===== src/hdl/clns_pkg.sv =====
`timescale 1ns / 1ps

package clns_pkg;

  typedef enum logic [2:0] {
    OP_INIT  = 3'd0,
    OP_CMD   = 3'd1,
    OP_DATA  = 3'd2,
    OP_GOTO  = 3'd3,
    OP_CLEAR = 3'd4,
    OP_HOME  = 3'd5
  } op_e;

  // Extra hold added to a byte's second strobe
  typedef enum logic [1:0] {
    EXTRA_NONE = 2'd0,
    EXTRA_5MS  = 2'd1,
    EXTRA_1MS  = 2'd2,
    EXTRA_2MS  = 2'd3
  } extra_e;

  // One queued request, already decoded
  typedef struct packed {
    logic       is_init;
    logic       rs;
    logic [7:0] data;
    extra_e     extra;
  } job_t;

  localparam int unsigned WaitW     = 15;
  localparam int unsigned ExtraW    = 13;
  localparam int unsigned GapW      = 10;
  localparam int unsigned StepW     = 5;
  localparam int unsigned InitSteps = 19;

  localparam logic [GapW-1:0]  GapResetUs = 10'd150;
  localparam logic [WaitW-1:0] InitIdleUs = 15'd20000;

  localparam logic [7:0] CMD_CLEAR    = 8'h01;
  localparam logic [7:0] CMD_HOME     = 8'h02;
  localparam logic [7:0] CMD_SET_ADDR = 8'h80;
  localparam logic [7:0] CMD_WAKE     = 8'h03;
  localparam logic [7:0] CMD_4BIT     = 8'h02;
  localparam logic [7:0] CMD_FUNC     = 8'h28;
  localparam logic [7:0] CMD_DISP_OFF = 8'h08;
  localparam logic [7:0] CMD_ENTRY    = 8'h06;
  localparam logic [7:0] CMD_DISP_ON  = 8'h0f;

  function automatic logic [ExtraW-1:0] extra_us(extra_e e);
    logic [ExtraW-1:0] r;
    case (e)
      EXTRA_5MS: r = 13'd5000;
      EXTRA_1MS: r = 13'd1000;
      EXTRA_2MS: r = 13'd2000;
      default:   r = '0;
    endcase
    return r;
  endfunction

  // Power-up sequence, one entry per byte
  function automatic logic [7:0] init_byte(logic [3:0] idx);
    logic [7:0] r;
    case (idx)
      4'd0, 4'd1, 4'd2: r = CMD_WAKE;
      4'd3:             r = CMD_4BIT;
      4'd4:             r = CMD_FUNC;
      4'd5:             r = CMD_DISP_OFF;
      4'd6:             r = CMD_CLEAR;
      4'd7:             r = CMD_ENTRY;
      default:          r = CMD_DISP_ON;
    endcase
    return r;
  endfunction

  function automatic extra_e init_extra(logic [3:0] idx);
    extra_e r;
    case (idx)
      4'd0:       r = EXTRA_5MS;
      4'd1, 4'd2: r = EXTRA_1MS;
      4'd6:       r = EXTRA_2MS;
      default:    r = EXTRA_NONE;
    endcase
    return r;
  endfunction

endpackage


===== src/hdl/clns_front.sv =====
`timescale 1ns / 1ps

module clns_front (
  input  logic            in_valid_i,
  output logic            in_ready_o,
  input  logic [2:0]      op_i,
  input  logic [7:0]      value_i,
  input  logic [5:0]      col_i,
  input  logic            row_i,
  input  logic            q_full_i,
  output logic            push_o,
  output clns_pkg::job_t  push_job_o
);
  import clns_pkg::*;

  logic       known;
  logic [7:0] addr;

  assign in_ready_o = !q_full_i;
  // DDRAM address: row 1 starts at 0x40
  assign addr = {2'b00, col_i} + {1'b0, row_i, 6'b000000};

  always_comb begin
    known      = 1'b1;
    push_job_o = '{is_init: 1'b0, rs: 1'b0, data: value_i, extra: EXTRA_NONE};
    case (op_e'(op_i))
      OP_INIT: begin
        push_job_o.is_init = 1'b1;
      end
      OP_CMD: begin
      end
      OP_DATA: begin
        push_job_o.rs = 1'b1;
      end
      OP_GOTO: begin
        push_job_o.data = CMD_SET_ADDR | addr;
      end
      OP_CLEAR: begin
        push_job_o.data  = CMD_CLEAR;
        push_job_o.extra = EXTRA_2MS;
      end
      OP_HOME: begin
        push_job_o.data  = CMD_HOME;
        push_job_o.extra = EXTRA_2MS;
      end
      default: begin
        known = 1'b0;  // unused op codes are consumed and dropped
      end
    endcase
  end

  assign push_o = in_valid_i && !q_full_i && known;

endmodule


===== src/hdl/clns_queue.sv =====
`timescale 1ns / 1ps

module clns_queue #(
  parameter int unsigned Depth = 2
) (
  input  logic           clk_i,
  input  logic           rst_ni,
  input  logic           push_i,
  input  clns_pkg::job_t push_job_i,
  input  logic           pop_i,
  output clns_pkg::job_t head_o,
  output logic           empty_o,
  output logic           full_o
);
  import clns_pkg::*;

  localparam int unsigned IdxW = (Depth > 1) ? $clog2(Depth) : 1;
  localparam int unsigned CntW = $clog2(Depth + 1);
  localparam logic [IdxW-1:0] LastIdx = IdxW'(Depth - 1);

  job_t            mem_q [Depth];
  logic [IdxW-1:0] wr_q, wr_d, rd_q, rd_d;
  logic [CntW-1:0] cnt_q, cnt_d;

  assign empty_o = (cnt_q == '0);
  assign full_o  = (cnt_q == CntW'(Depth));
  assign head_o  = mem_q[rd_q];

  always_comb begin
    wr_d  = wr_q;
    rd_d  = rd_q;
    cnt_d = cnt_q;
    if (push_i) begin
      wr_d = (wr_q == LastIdx) ? '0 : wr_q + 1'b1;
    end
    if (pop_i) begin
      rd_d = (rd_q == LastIdx) ? '0 : rd_q + 1'b1;
    end
    if (push_i && !pop_i) begin
      cnt_d = cnt_q + 1'b1;
    end else if (!push_i && pop_i) begin
      cnt_d = cnt_q - 1'b1;
    end
  end

  always_ff @(posedge clk_i or negedge rst_ni) begin
    if (!rst_ni) begin
      wr_q  <= '0;
      rd_q  <= '0;
      cnt_q <= '0;
    end else begin
      wr_q  <= wr_d;
      rd_q  <= rd_d;
      cnt_q <= cnt_d;
    end
  end

  always_ff @(posedge clk_i) begin
    if (push_i) begin
      mem_q[wr_q] <= push_job_i;
    end
  end

endmodule


===== src/hdl/clns_back.sv =====
`timescale 1ns / 1ps

module clns_back (
  input  logic                        clk_i,
  input  logic                        rst_ni,
  input  logic [clns_pkg::GapW-1:0]   gap_us_i,
  input  clns_pkg::job_t              head_i,
  input  logic                        empty_i,
  output logic                        pop_o,
  output logic                        out_valid_o,
  input  logic                        out_ready_i,
  output logic                        reg_select_o,
  output logic                        strobe_res_o,
  output logic [3:0]                  nibble_o,
  output logic [clns_pkg::WaitW-1:0]  wait_us_o,
  output logic                        last_o
);
  import clns_pkg::*;

  logic [StepW-1:0] step_q, step_d, step_m1;
  logic             vld_q, vld_d;
  logic             rs_q, stb_q, last_q;
  logic [3:0]       nib_q;
  logic [WaitW-1:0] wait_q;

  logic             load, gen;
  logic             ev_stb, ev_last, ev_low;
  logic [7:0]       ev_byte;
  extra_e           ev_extra;
  logic [3:0]       ev_nib;
  logic [WaitW-1:0] ev_wait;

  assign load    = !vld_q || out_ready_i;
  assign gen     = load && !empty_i;
  assign step_m1 = step_q - 1'b1;

  always_comb begin
    if (head_i.is_init) begin
      ev_stb   = (step_q != '0);
      ev_byte  = init_byte(step_m1[4:1]);
      ev_extra = init_extra(step_m1[4:1]);
      ev_low   = step_m1[0];
      ev_last  = (step_q == StepW'(InitSteps - 1));
    end else begin
      ev_stb   = 1'b1;
      ev_byte  = head_i.data;
      ev_extra = head_i.extra;
      ev_low   = step_q[0];
      ev_last  = step_q[0];
    end
    ev_nib = ev_low ? ev_byte[3:0] : ev_byte[7:4];
    if (!ev_stb) begin
      ev_nib  = '0;
      ev_wait = InitIdleUs;
    end else if (ev_low) begin
      ev_wait = WaitW'(gap_us_i) + WaitW'(extra_us(ev_extra));
    end else begin
      ev_wait = '0;
    end
  end

  assign pop_o = gen && ev_last;

  always_comb begin
    step_d = step_q;
    vld_d  = vld_q;
    if (gen) begin
      vld_d  = 1'b1;
      step_d = ev_last ? '0 : step_q + 1'b1;
    end else if (out_ready_i) begin
      vld_d = 1'b0;
    end
  end

  always_ff @(posedge clk_i or negedge rst_ni) begin
    if (!rst_ni) begin
      step_q <= '0;
      vld_q  <= 1'b0;
    end else begin
      step_q <= step_d;
      vld_q  <= vld_d;
    end
  end

  always_ff @(posedge clk_i) begin
    if (gen) begin
      rs_q   <= head_i.rs;
      stb_q  <= ev_stb;
      nib_q  <= ev_nib;
      wait_q <= ev_wait;
      last_q <= ev_last;
    end
  end

  assign out_valid_o  = vld_q;
  assign reg_select_o = rs_q;
  assign strobe_res_o = stb_q;
  assign nibble_o     = nib_q;
  assign wait_us_o    = wait_q;
  assign last_o       = last_q;

endmodule


===== src/hdl/char_lcd_nibble_sequencer.sv =====
`timescale 1ns / 1ps
// Character LCD sequencer for a 4-bit HD44780-style bus.
// Slave stream: one beat is one request. tuser carries the op code
// (init, command, data, goto, clear, home); tdata carries value, col, row.
// Op codes 6 and 7 are taken and dropped without output.
// Master stream: one beat per pin event. tuser says register select and
// whether enable is pulsed; tdata gives the nibble and the hold time in us;
// tlast marks the final event of a request.
// Init gives 19 beats, every other request 2 beats (high nibble first).
// The first event of a request goes through the request queue and then the
// output register of the back end, once that is free. Events leave at one per
// cycle while the receiver is ready; the event step counter in the back end
// walks the events of each request.
// A 2-entry request queue sits between decode and the sequencer, so new
// requests are taken while earlier ones still play out. When the receiver
// stalls, the output register holds its beat and the queue fills; tready
// drops once the queue is full.
// Reset clears the queue and the output register; byte gap returns to 150 us.
// cfg_we_i writes the byte gap (us) from cfg_wdata_i; write only when idle.

module char_lcd_nibble_sequencer #(
  parameter int unsigned QueueDepth = 2
) (
  input  logic        clk_i,
  input  logic        rst_ni,
  // Configuration: byte gap in microseconds
  input  logic        cfg_we_i,
  input  logic [9:0]  cfg_wdata_i,
  // Requests
  input  logic        s_axis_tvalid,
  output logic        s_axis_tready,
  input  logic [15:0] s_axis_tdata,  // [7:0] value, [13:8] col, [14] row, [15] zero
  input  logic [2:0]  s_axis_tuser,  // [2:0] op
  // Pin events
  output logic        m_axis_tvalid,
  input  logic        m_axis_tready,
  output logic [23:0] m_axis_tdata,  // [3:0] nibble, [18:4] wait_us, [23:19] zero
  output logic [1:0]  m_axis_tuser,  // [0] reg_select, [1] strobe_res
  output logic        m_axis_tlast
);
  import clns_pkg::*;

  logic [GapW-1:0]  gap_q;
  logic             q_full, q_empty, push, pop;
  job_t             push_job, head;
  logic             rs, stb;
  logic [3:0]       nib;
  logic [WaitW-1:0] wait_us;

  // Byte gap register
  always_ff @(posedge clk_i or negedge rst_ni) begin
    if (!rst_ni) begin
      gap_q <= GapResetUs;
    end else if (cfg_we_i) begin
      gap_q <= cfg_wdata_i;
    end
  end

  // Decode: op code to a queued job
  clns_front u_front (
    .in_valid_i (s_axis_tvalid),
    .in_ready_o (s_axis_tready),
    .op_i       (s_axis_tuser),
    .value_i    (s_axis_tdata[7:0]),
    .col_i      (s_axis_tdata[13:8]),
    .row_i      (s_axis_tdata[14]),
    .q_full_i   (q_full),
    .push_o     (push),
    .push_job_o (push_job)
  );

  clns_queue #(
    .Depth (QueueDepth)
  ) u_queue (
    .clk_i      (clk_i),
    .rst_ni     (rst_ni),
    .push_i     (push),
    .push_job_i (push_job),
    .pop_i      (pop),
    .head_o     (head),
    .empty_o    (q_empty),
    .full_o     (q_full)
  );

  // Sequencer: plays the head job out as events, pops on its last event
  clns_back u_back (
    .clk_i        (clk_i),
    .rst_ni       (rst_ni),
    .gap_us_i     (gap_q),
    .head_i       (head),
    .empty_i      (q_empty),
    .pop_o        (pop),
    .out_valid_o  (m_axis_tvalid),
    .out_ready_i  (m_axis_tready),
    .reg_select_o (rs),
    .strobe_res_o (stb),
    .nibble_o     (nib),
    .wait_us_o    (wait_us),
    .last_o       (m_axis_tlast)
  );

  assign m_axis_tuser = {stb, rs};
  assign m_axis_tdata = {5'b00000, wait_us, nib};

endmodule


===== config.mk =====
export PLATFORM = sky130hd
export DESIGN_NAME = char_lcd_nibble_sequencer
export DESIGN_NICKNAME = d
export VERILOG_FILES = /design/src/hdl/clns_pkg.sv /design/src/hdl/clns_front.sv /design/src/hdl/clns_queue.sv /design/src/hdl/clns_back.sv /design/src/hdl/char_lcd_nibble_sequencer.sv
export SDC_FILE = /design/constraint.sdc
export NUM_CORES = 1
export LEC_CHECK = 0
export BUFFER_PORTS_ARGS = -buffer_cell sky130_fd_sc_hd__buf_2
export CAP_MARGIN = 40
export CORE_ASPECT_RATIO = 1.2
export CORE_MARGIN = 3
export CORE_UTILIZATION = 45
export CTS_CLUSTER_DIAMETER = 30
export CTS_CLUSTER_SIZE = 20
export DETAILED_ROUTE_END_ITERATION = 6
export PLACE_DENSITY = 0.74
export SETUP_SLACK_MARGIN = 0.15
export SLEW_MARGIN = 0
export SYNTH_ARGS = -nofsm -noshare
export SYNTH_HDL_FRONTEND = slang
export SYNTH_SLANG_ARGS = --single-unit

===== constraint.sdc =====
create_clock -name clk_i -period 8.4 [get_ports clk_i]
set_input_delay 2.52 -clock clk_i [delete_from_list [all_inputs] [get_ports clk_i]]
set_output_delay 2.52 -clock clk_i [all_outputs]
set_load 0.1 [all_outputs]

==> out/summary.txt, run 1 <==
status: finished clean
GRT met2 Usage: 0.2872
vias in the first global route: 2,534
critical path's top delay family: adder cells
max-slew violations: 0
Sequential Area: 0.001797 mm^2
CTS Root Cell: clkbuf_8
Post-CTS Setup Inserts: 0
WP buf/inv: 2
fin crit share: 0.5484
Setup TNS Final: 0 ns
Netlist cell types: 52
Fill cells: 710
Starting DRT DRC Count: 80
Final setup viols: 0
Worst setup EP type: register
Max Fclk: 217.1 MHz
TritonCTS Buffers: 9
die height: 103.9 um
First-pass DRT Iterations: 4
CTS resizes: 0
Max Cap Viol: 0
Via Count: 2,578
worst skew pair latency: 0.34 ns
Clock transition at path regs: 0.07 ns
Critical Path RT: 8.49 ns
CP Launch Type: register
Post-synth EDFFs: 43
min-delay src: u_queue.wr_q
final core utilization: 0.5346
Hold EP: u_queue.wr_q
HPWL Detailed: 5.235 mm
IO Pins: 63
most used cell, CP: ha_1
sequential element share of the synthesized area: 0.4998
wire length per cell: 15.15 um
All-Layer GR Usage: 0.1639
#FFs+latches synth: 63
via/cell ratio: 5.544
yosys warns: 0
htree depth: 3
Port Buffer Count: 55
first-pass GRT wire length: 11.74 mm
Syn Inst Count: 318
Die ar.: 0.009101 mm^2
GR peak layer: met2
Post-synth ARST share: 0.3175
total grt overflow: 0
die width: 87.59 um
hold_buf cts: 0
Final Skew: 0.007363 ns
Slew HR: 0.3844
# clock sinks: 63
Area growth, synth to finish: 14.62%
share of post-route cells with drive strength above 1: 0.2788
drt drc: 0
CTS tree: built
hold-critical path depth: 1
met3 track demand over resource: 0.03566
Worst Path Arrival: 4.70 ns
Row Count: 35
Worst path max stage delay: 0.58 ns
mapped cell area: 0.003595 mm^2
reg2reg end: u_back.wait_us_o[9]
flop2flop setup slack: 3.79 ns
CP Max Fanout: 16
Primary FF master, synth: edfxtp_1
fin crit period: 4.606 ns
Setup CP Type: register to register
Final GP Congestion: 0.8545
largest net degree at the start of global routing: 26
slowest CP cell: dfrtp_1
area of the multi-input gates: 0.001659 mm^2
worst path cell trace: inv_1, ha_1, nor3b_1, xor2_1, nor2_1, a31o_2, ha_1, inv_1, ha_1, fa_1, a211oi_1, o21bai_1, a211o_1, a31o_2
Initial Utilization: 0.4664
Hold Path Class: register to register
remaining antenna violation count: 0
Synth Area per Inst: 11.30 um^2
hold slack: 0.4988 ns
CORE AREA: 0.007707 mm^2
initial antenna violation count: 0
Longest Clk Path Bufs: 2
FF-to-FF path depth: 14
Nets: 419
final WL: 7.047 mm
R2R Path Start: u_back.step_q[0]
Slew @ Worst Pin: 0.9199 ns
# diodes: 0
Hold Vio Cnt, Final: 0
RSZ-0062 raised after global routing: false
Global Route met1 Usage: 0.1812
[logic make-up (layout without fill, tap and decap cells)]
kind of cell	count (synthesis)	after routing	synth area share
AO/OA/AOI/OAI	80	80	0.1458
XOR/XNOR	11	11	0.02680
adder cells (fa/ha/maj)	17	17	0.06126
buffers and inverters	31	81	0.04385
flip-flops	63	63	0.4998
multiplexers	21	21	0.08319
other	1	6	0.001043
AND/OR/NAND/NOR	94	94	0.1382
[state kept, by name, summed over array words and instances, names as in the netlist]
register             cells
u_back.last_o            1
u_back.step_q            5
u_queue.wr_q             1
u_back.out_valid_o       1
u_queue.rd_q             1
u_queue.cnt_q            2
u_back.wait_us_o        14
u_queue.mem_q           22
u_back.nibble_o          4
gap_q                   10
u_back.reg_select_o      1
u_back.strobe_res_o      1
[cell usage in the layout, fill, tap and decap left out, types with 6 or more instances in the layout]
cell type | netlist | routed
mux2_2 | 12 | 12
xnor2_1 | 7 | 7
nand2b_1 | 8 | 8
o21ai_0 | 27 | 27
clkbuf_8 | 0 | 9
dfrtp_1 | 16 | 16
nand2_1 | 21 | 21
a22o_1 | 10 | 10
nor2_1 | 20 | 20
and2_2 | 6 | 6
inv_1 | 9 | 9
ha_1 | 16 | 16
buf_2 | 3 | 55
nand3_1 | 8 | 8
a21oi_1 | 12 | 12
edfxtp_1 | 43 | 43
conb_1 | 1 | 6
[per-layer routing]
layer	wire length [um]	vias up
li1	-	1266
met1	2851	1219
met2	3650	75
met3	337	18
met4	208	0
met5	0	-
[layout make-up]
cell class	instances	share of cell area
clock buffer	10	0.03097
timing repair buffer	56	0.07349
inverter	9	0.008199
multi-input combinational	229	0.4027
tap	92	0.02794
sequential	63	0.4361
clock inverter	6	0.02065
[stage by stage]
| step | instances | cell area, um^2 | setup WS, ns |
|---|---|---|---|
| 2_1_floorplan | 323 | 3613 | 4.238 |
| 3_3_place_gp | 448 | 3880 | 3.796 |
| 3_5_place_dp | 449 | 3908 | 3.828 |
| 4_1_cts | 465 | 4120 | 3.772 |
| 5_1_grt | 465 | 4120 | 3.478 |
| 6_report | 465 | 4120 | 3.794 |
[synth_stat cells (all sizes together) (3+ instances only)]
master | instances | area, um^2
a31oi | 3 | 18.77
nand3 | 8 | 40.04
mux2 | 12 | 135.1
nand2b | 8 | 50.05
nor2 | 20 | 75.07
xor2 | 4 | 35.03
a22o | 10 | 87.58
mux4 | 3 | 78.83
or3 | 5 | 32.53
o21bai | 4 | 30.03
mux2i | 6 | 85.08
or2 | 3 | 18.77
edfxtp | 43 | 1291
a31o | 3 | 26.28
a21o | 3 | 22.52
nor3 | 5 | 25.02
o21ai | 27 | 135.1
a21oi | 12 | 60.06
nor2b | 5 | 31.28
a211oi | 5 | 37.54
nor3b | 3 | 22.52
inv | 9 | 33.78
ha | 16 | 200.2
and2 | 7 | 51.30
dfrtp | 16 | 400.4
buf | 13 | 90.08
dfstp | 4 | 105.1
nand2 | 21 | 78.83
clkbuf | 9 | 33.78
xnor2 | 7 | 61.31
[how the worst max path moves through the flow]
| stage | from | endpoint | slack, ns | cells past startpoint |
|---|---|---|---|---|
| 2_1_floorplan | m_axis_tready | u_queue.cnt_q[1] | 4.24 | 8 |
| 3_3_place_gp | m_axis_tready | u_queue.cnt_q[1] | 3.80 | 9 |
| 3_5_place_dp | u_back.step_q[0] | u_back.wait_us_o[9] | 3.83 | 14 |
| 4_1_cts | u_back.step_q[0] | u_back.wait_us_o[9] | 3.77 | 14 |
| 5_1_grt | u_back.step_q[0] | u_back.wait_us_o[9] | 3.48 | 14 |
| 6_report | u_back.step_q[0] | u_back.wait_us_o[9] | 3.79 | 14 |
Power of run 1 is not shown: default switching activity piles up to over one toggle a cycle in this logic, so the estimate is an artifact.
==> run 2, diff against run 1 <==
Settings changed: ABC_AREA set to 1, PLACE_DENSITY 0.74 to 0.75.
Clock period 8.4 ns to 4.3 ns, I/O delays scaled along.
==> run 2 against run 1 <==
  * Flip-flop and latch count unchanged
  * Non-clock buffer count is 3 higher
  * Largest cell class unchanged
  * Setup slack lost 2.8 ns
  * Highest routed layer unchanged
  * Fmax up 40%
  * Critical path depth increased by 6
  * Critical path type unchanged
==> out/summary.txt, run 2 <==
share of post-route cells with drive strength above 1: 0.2570 (-0.02181)
CP Launch Type: register
min-delay src: u_queue.cnt_q[0]
# diodes: 0 (unchanged)
Initial Utilization: 0.4647 (-0.001656)
Largest register FFs: 22 (unchanged)
IO Pins: 63 (unchanged)
die width: 85.13 um (-2.8%)
pre-CTS WS: 1.038 ns (-2.789 ns)
vias in the first global route: 2,479 (-2.2%)
Post-synth EDFFs: 43 (unchanged)
CP Max Fanout: 11 (-5)
Slew HR: 0.5939 (+0.2094)
hold_buf cts: 0 (unchanged)
Critical Path RT: 4.41 ns (-4.08 ns)
max-slew violations: 0 (unchanged)
#FFs+latches synth: 63 (unchanged)
CTS Root Cell: clkbuf_8
Die ar.: 0.008593 mm^2 (-5.6%)
Post-synth top cells: nand2_1 (79), inv_1 (49), edfxtp_1 (43), nor2_1 (34), nand3_1 (21)
Post-CTS Setup Inserts: 0 (unchanged)
Hold Vio Cnt, Final: 0 (unchanged)
Hold Path Class: register to register
via/cell ratio: 4.875 (-12%)
Max Cap Viol: 0 (unchanged)
initial antenna violation count: 0 (unchanged)
fin crit period: 3.295 ns (-1.312 ns)
TritonCTS Buffers: 9 (unchanged)
CTS resizes: 0 (unchanged)
All-Layer GR Usage: 0.1601 (-0.003770)
Final WS setup: 1.005 ns (-2.788 ns)
Setup TNS Final: 0 ns (unchanged)
Post-synth ARST share: 0.3175 (unchanged)
Worst setup EP type: register
commonest cells after routing, fill and taps aside: nand2_1 (79), buf_2 (55), inv_1 (49)
Max Fclk: 303.5 MHz (+40%)
htree depth: 3 (unchanged)
commonest non-fill, non-tap cell in the layout: nand2_1
Final setup viols: 0 (unchanged)
Primary FF master, synth: edfxtp_1
flop2flop setup slack: 1.01 ns (-2.79 ns)
met3 WL: 370 um (+9.8%)
status: finished clean
FF-to-FF path depth: 20 (+6)
count leader, synth: nand2_1
Worst Path Arrival: 3.40 ns (-1.30 ns)
ranking of synthesized cells by area: edfxtp_1 (38%), dfrtp_1 (12%), nand2_1 (8.8%)
reg2reg end: u_back.wait_us_o[11]
Clock transition at path regs: 0.07 ns (about the same)
total grt overflow: 0 (unchanged)
Fill cells: 666 (-6.2%)
mapped cell area: 0.003381 mm^2 (-6.0%)
Slew @ Worst Pin: 0.6028 ns (-0.3171 ns)
CTS tree: built
largest net degree at the start of global routing: 26 (unchanged)
Port Buffer Count: 55 (unchanged)
Final Skew: 0.01236 ns (+0.005000 ns)
Syn Inst Count: 359 (+13%)
sequential element share of the synthesized area: 0.5315 (+0.03163)
Biggest register: u_queue.mem_q
top routing layer used: met4
Longest Clk Path Bufs: 2 (unchanged)
Via Count: 2,525 (-2.1%)
Hold EP: u_queue.cnt_q[0]
first-pass GRT wire length: 10.72 mm (-8.6%)
die height: 101.0 um (-2.8%)
CORE AREA: 0.007274 mm^2 (-5.6%)
wire length per cell: 12.29 um (-19%)
worst skew pair latency: 0.35 ns (about the same)
Final GP Congestion: 0.9215 (+7.8%)
final WL: 6.364 mm (-9.7%)
# clock sinks: 63 (unchanged)
Starting DRT DRC Count: 48 (-40%)
Yosys top cell by area: edfxtp_1
Nets: 474 (+13%)
Area growth, synth to finish: 16.73%
HPWL Detailed: 4.844 mm (-7.5%)
hold-critical path depth: 1 (unchanged)
M1 wire length: 2.517 mm (-12%)
Setup CP Type: register to register
Synth Area per Inst: 9.417 um^2 (-17%)
Row Count: 34 (-2.9%)
R2R Path Start: u_back.step_q[0]
yosys warns: 0 (unchanged)
RSZ-0062 raised after global routing: false
drt drc: 0 (unchanged)
First-pass DRT Iterations: 4 (unchanged)
met2 wire len: 3.330 mm (-8.8%)
Netlist cell types: 37 (-29%)
post-synth top area share: 0.3819 (+0.02273)
fin crit share: 0.7662 (+0.2178)
remaining antenna violation count: 0 (unchanged)
==> run 2: cell types whose count changed in the layout (fill, tap and decap cells not counted), moves of 5 or more <==
cell      delta
o21ai_0     -16
inv_2        +8
nand2_1     +58
mux2_2       -5
nand2b_1     -8
a22o_1      -10
nor2b_1      -5
nor2_1      +14
nand2_2      +5
a211oi_1     -5
nand3_1     +13
and2_2       -6
inv_1       +40
==> run 2: layer usage <==
metal | up-vias | global-route usage
li1 | 1292 | -
met1 | 1160 | 0.1672
met2 | 62 | 0.2937
met3 | 11 | 0.03434
met4 | 0 | 0.09135
met5 | - | 0
==> run 2: worst max-delay path by stage <==
stage / startpoint / end / slack, ns / depth (start not counted)
6_report: u_back.step_q[0] / u_back.wait_us_o[11] / 1.01 / 20
5_1_grt: u_back.step_q[0] / u_back.wait_us_o[11] / 0.68 / 23
4_1_cts: u_back.step_q[0] / u_back.wait_us_o[11] / 1.00 / 20
3_5_place_dp: u_back.step_q[0] / u_back.wait_us_o[11] / 1.04 / 20
3_3_place_gp: u_back.step_q[0] / u_back.wait_us_o[11] / 1.11 / 18
2_1_floorplan: m_axis_tready / u_queue.cnt_q[1] / 1.08 / 9
==> run 2: logic make-up (layout without fill, tap and decap cells) <==
logic type               after synthesis  in the layout  share of synthesized area
other                                  1              6                   0.001109
AND/OR/NAND/NOR                      158            158                     0.2098
AO/OA/AOI/OAI                         38             38                    0.06551
adder cells (fa/ha/maj)               17             17                    0.06514
multiplexers                           7              7                    0.02332
buffers and inverters                 68            132                    0.08549
XOR/XNOR                               7              7                    0.01814
flip-flops                            63             63                     0.5315
==> run 2: cell type report <==
class	instances	area [um^2]	area share
Timing Repair Buffer	59	305.3	0.07736
Sequential cell	63	1797	0.4553
Clock buffer	9	123.9	0.03139
Inverter	57	214.0	0.05422
Clock inverter	7	80.08	0.02029
Tap cell	90	112.6	0.02854
Multi-Input combinational cell	233	1314	0.3329
==> run 2: critical path, stage by stage (launching register included) <==
cell     delay [ns]
dfrtp_1        0.48
inv_2          0.16
ha_1           0.26
inv_1          0.06
nand2_1        0.06
nand2_1        0.13
nand2_1        0.08
nand2_1        0.07
nor2_1         0.06
o21ai_2        0.18
inv_2          0.05
ha_1           0.28
inv_1          0.04
ha_1           0.23
fa_1           0.44
nand4_1        0.11
nand3_1        0.09
nand2_1        0.09
nand2_1        0.06
nand2_1        0.05
nand2_1        0.05
==> run 2: per-stage QoR <==
stage / hold slack (ns) / util / std cells / cell area, um^2
2_1_floorplan: 0.4458 / - / 364 / 3400
3_3_place_gp: 0.4605 / 0.5124 / 500 / 3727
3_5_place_dp: 0.4709 / 0.5144 / 502 / 3742
4_1_cts: 0.4854 / 0.5425 / 518 / 3946
5_1_grt: 0.5237 / 0.5425 / 518 / 3946
6_report: 0.4807 / 0.5425 / 518 / 3946
Power of run 2 is left out for the same reason.
==> run 3, diff against run 2 <==
Settings changed: PLACE_DENSITY 0.75 to 0.77.
Clock period 4.3 ns to 3 ns, I/O delays scaled along.
==> run 3 against run 2 <==
  * Die area unchanged
  * Fmax up 16%
  * Non-clock buffer count up 20
  * Global-route usage up 1.4 points
  * Via count up 9.5%
  * Setup slack worse by 0.86 ns
  * Critical path depth down 1
  * Cell area up 11%
  * Final cell count up 3.9%
  * Routed wire length up 24%
  * Clock skew down 0.0052 ns
==> out/summary.txt, run 3 (same netlist as run 2, synthesis figures left out) <==
status: finished clean
Largest register FFs: 22 (unchanged)
Sequential Area: 0.001798 mm^2 (about the same)
remaining antenna violation count: 0 (unchanged)
min-delay src: u_queue.cnt_q[0]
Area growth, synth to finish: 29.09%
area of the multi-input gates: 0.001609 mm^2 (+22%)
slowest CP cell: fa_2
CP Max Fanout: 4 (-7)
# diodes: 0 (unchanged)
IO Pins: 63 (unchanged)
Hold Path Class: register to register
Hold Vio Cnt, Final: 0 (unchanged)
Slew HR: 0.5642 (-0.02968)
RSZ-0062 raised after global routing: true
htree depth: 3 (unchanged)
Setup CP Type: register to register
initial antenna violation count: 0 (unchanged)
die height: 101.0 um (unchanged)
Critical Path Source: u_back.step_q[0]
Worst setup EP type: register
fin crit share: 0.9504 (+0.1842)
Final GP Congestion: 0.9184 (-0.34%)
wire length per cell: 14.71 um (+20%)
commonest cells after routing, fill and taps aside: nand2_1 (65), buf_2 (55), inv_1 (43), edfxtp_1 (43), nor2_1 (28)
Die ar.: 0.008593 mm^2 (unchanged)
CORE AREA: 0.007274 mm^2 (unchanged)
final WL: 7.913 mm (+24%)
worst skew pair latency: 0.35 ns (about the same)
Fill cells: 605 (-9.2%)
CTS tree: built
largest net degree at the start of global routing: 25 (-3.8%)
Max Cap Viol: 0 (unchanged)
vias in the first global route: 2,622 (+5.8%)
fin crit period: 2.851 ns (-0.4433 ns)
# clock sinks: 63 (unchanged)
Worst Path Arrival: 2.95 ns (-0.45 ns)
via/cell ratio: 5.139 (+5.4%)
TritonCTS Buffers: 9 (unchanged)
Worst path max stage delay: 0.37 ns (-0.11 ns)
commonest non-fill, non-tap cell in the layout: nand2_1
hold_buf cts: 0 (unchanged)
share of post-route cells with drive strength above 1: 0.3906 (+0.1336)
Starting DRT DRC Count: 103 (+110%)
worst path cell trace: inv_2, ha_4, buf_4, nand3_4, nand2_4, nand3_4, nand2_2, o21ai_2, inv_2, ha_4, inv_2, ha_4, fa_2, nand4_1, nand3_2, nand2_2, nand2_1, nand2_1, nand2_1
Longest Clk Path Bufs: 2 (unchanged)
CTS Root Cell: clkbuf_8
Final Skew: 0.007181 ns (-0.005182 ns)
HPWL Detailed: 5.055 mm (+4.4%)
die width: 85.13 um (unchanged)
Via Count: 2,765 (+9.5%)
All-Layer GR Usage: 0.1742 (+0.01406)
First-pass DRT Iterations: 4 (unchanged)
Initial Utilization: 0.4647 (unchanged)
Final setup viols: 0 (unchanged)
max-slew violations: 0 (unchanged)
R2R Path Start: u_back.step_q[0]
Row Count: 34 (unchanged)
Nets: 494 (+4.2%)
Clock transition at path regs: 0.07 ns (about the same)
total grt overflow: 0 (unchanged)
Port Buffer Count: 55 (unchanged)
Biggest register: u_queue.mem_q
first-pass GRT wire length: 11.65 mm (+8.6%)
final core utilization: 0.5999 (+0.05745)
Critical Path RT: 3.10 ns (-1.31 ns)
Max Fclk: 350.7 MHz (+16%)
drt drc: 0 (unchanged)
Slew @ Worst Pin: 0.6468 ns (+0.04406 ns)
CP Launch Type: register
-- run 3: changes by cell type in the layout (fill, tap and decap cells not counted), moves of 8 or more --
cell     change
buf_4       +19
ha_1        -11
ha_4        +10
nand2_1     -14
nand2_2      +8
-- run 3: final cells by class --
class / instances / share of cell area
Timing Repair Buffer: 79 / 0.1052
Multi-Input combinational cell: 233 / 0.3687
Clock buffer: 12 / 0.03326
Tap cell: 90 / 0.02580
Sequential cell: 63 / 0.4120
Clock inverter: 4 / 0.004874
Inverter: 57 / 0.05017
-- run 3: metal layers --
layer  part of all wire  global-route usage
met5                  0                   0
met4              0.031             0.09135
met3              0.058             0.04088
met2               0.55              0.3230
met1               0.36              0.1800
-- run 3: path summary, 6_finish.rpt --
path                       slack (ns)  cells after the start                    to
setup reg to reg                 0.15                     19  u_back.wait_us_o[11]
setup / recovery                 0.15                     19  u_back.wait_us_o[11]
hold reg to reg                  0.47                      1      u_queue.cnt_q[0]
max in group asynchronous        2.14                      1              gap_q[1]
min in group asynchronous        0.50                      1    u_back.out_valid_o
hold / removal                   0.47                      1      u_queue.cnt_q[0]
-- run 3: timing repair --
action,CTS,global route
setup endpoints to repair,5,7
buffers inserted,8,6
pin swaps,9,17
gates resized for setup,19,47
cloned,0,0
-- run 3: metrics by stage --
stage	cells	TNS, ns	hold WS [ns]	setup WS [ns]	area (um^2)
floorplan	364	0	0.4458	0.1537	3407
global placement	508	0	0.4608	0.09854	3795
detailed placement	508	0	0.4630	0.01432	3795
CTS	532	0	0.4771	0.1540	4100
global route	538	-0.003964	0.4936	-0.003964	4364
finish	538	0	0.4745	0.1487	4364
-- run 3: critical path, delay by kind of cell (launching register included) --
| family | cells | cell delay, ns |
|---|---|---|
| compound gates | 1 | 0.16 |
| fa+ha+maj | 4 | 0.98 |
| flops | 1 | 0.36 |
| simple gates | 10 | 0.76 |
| buf+inv | 4 | 0.35 |
Power of run 3 is left out for the same reason.
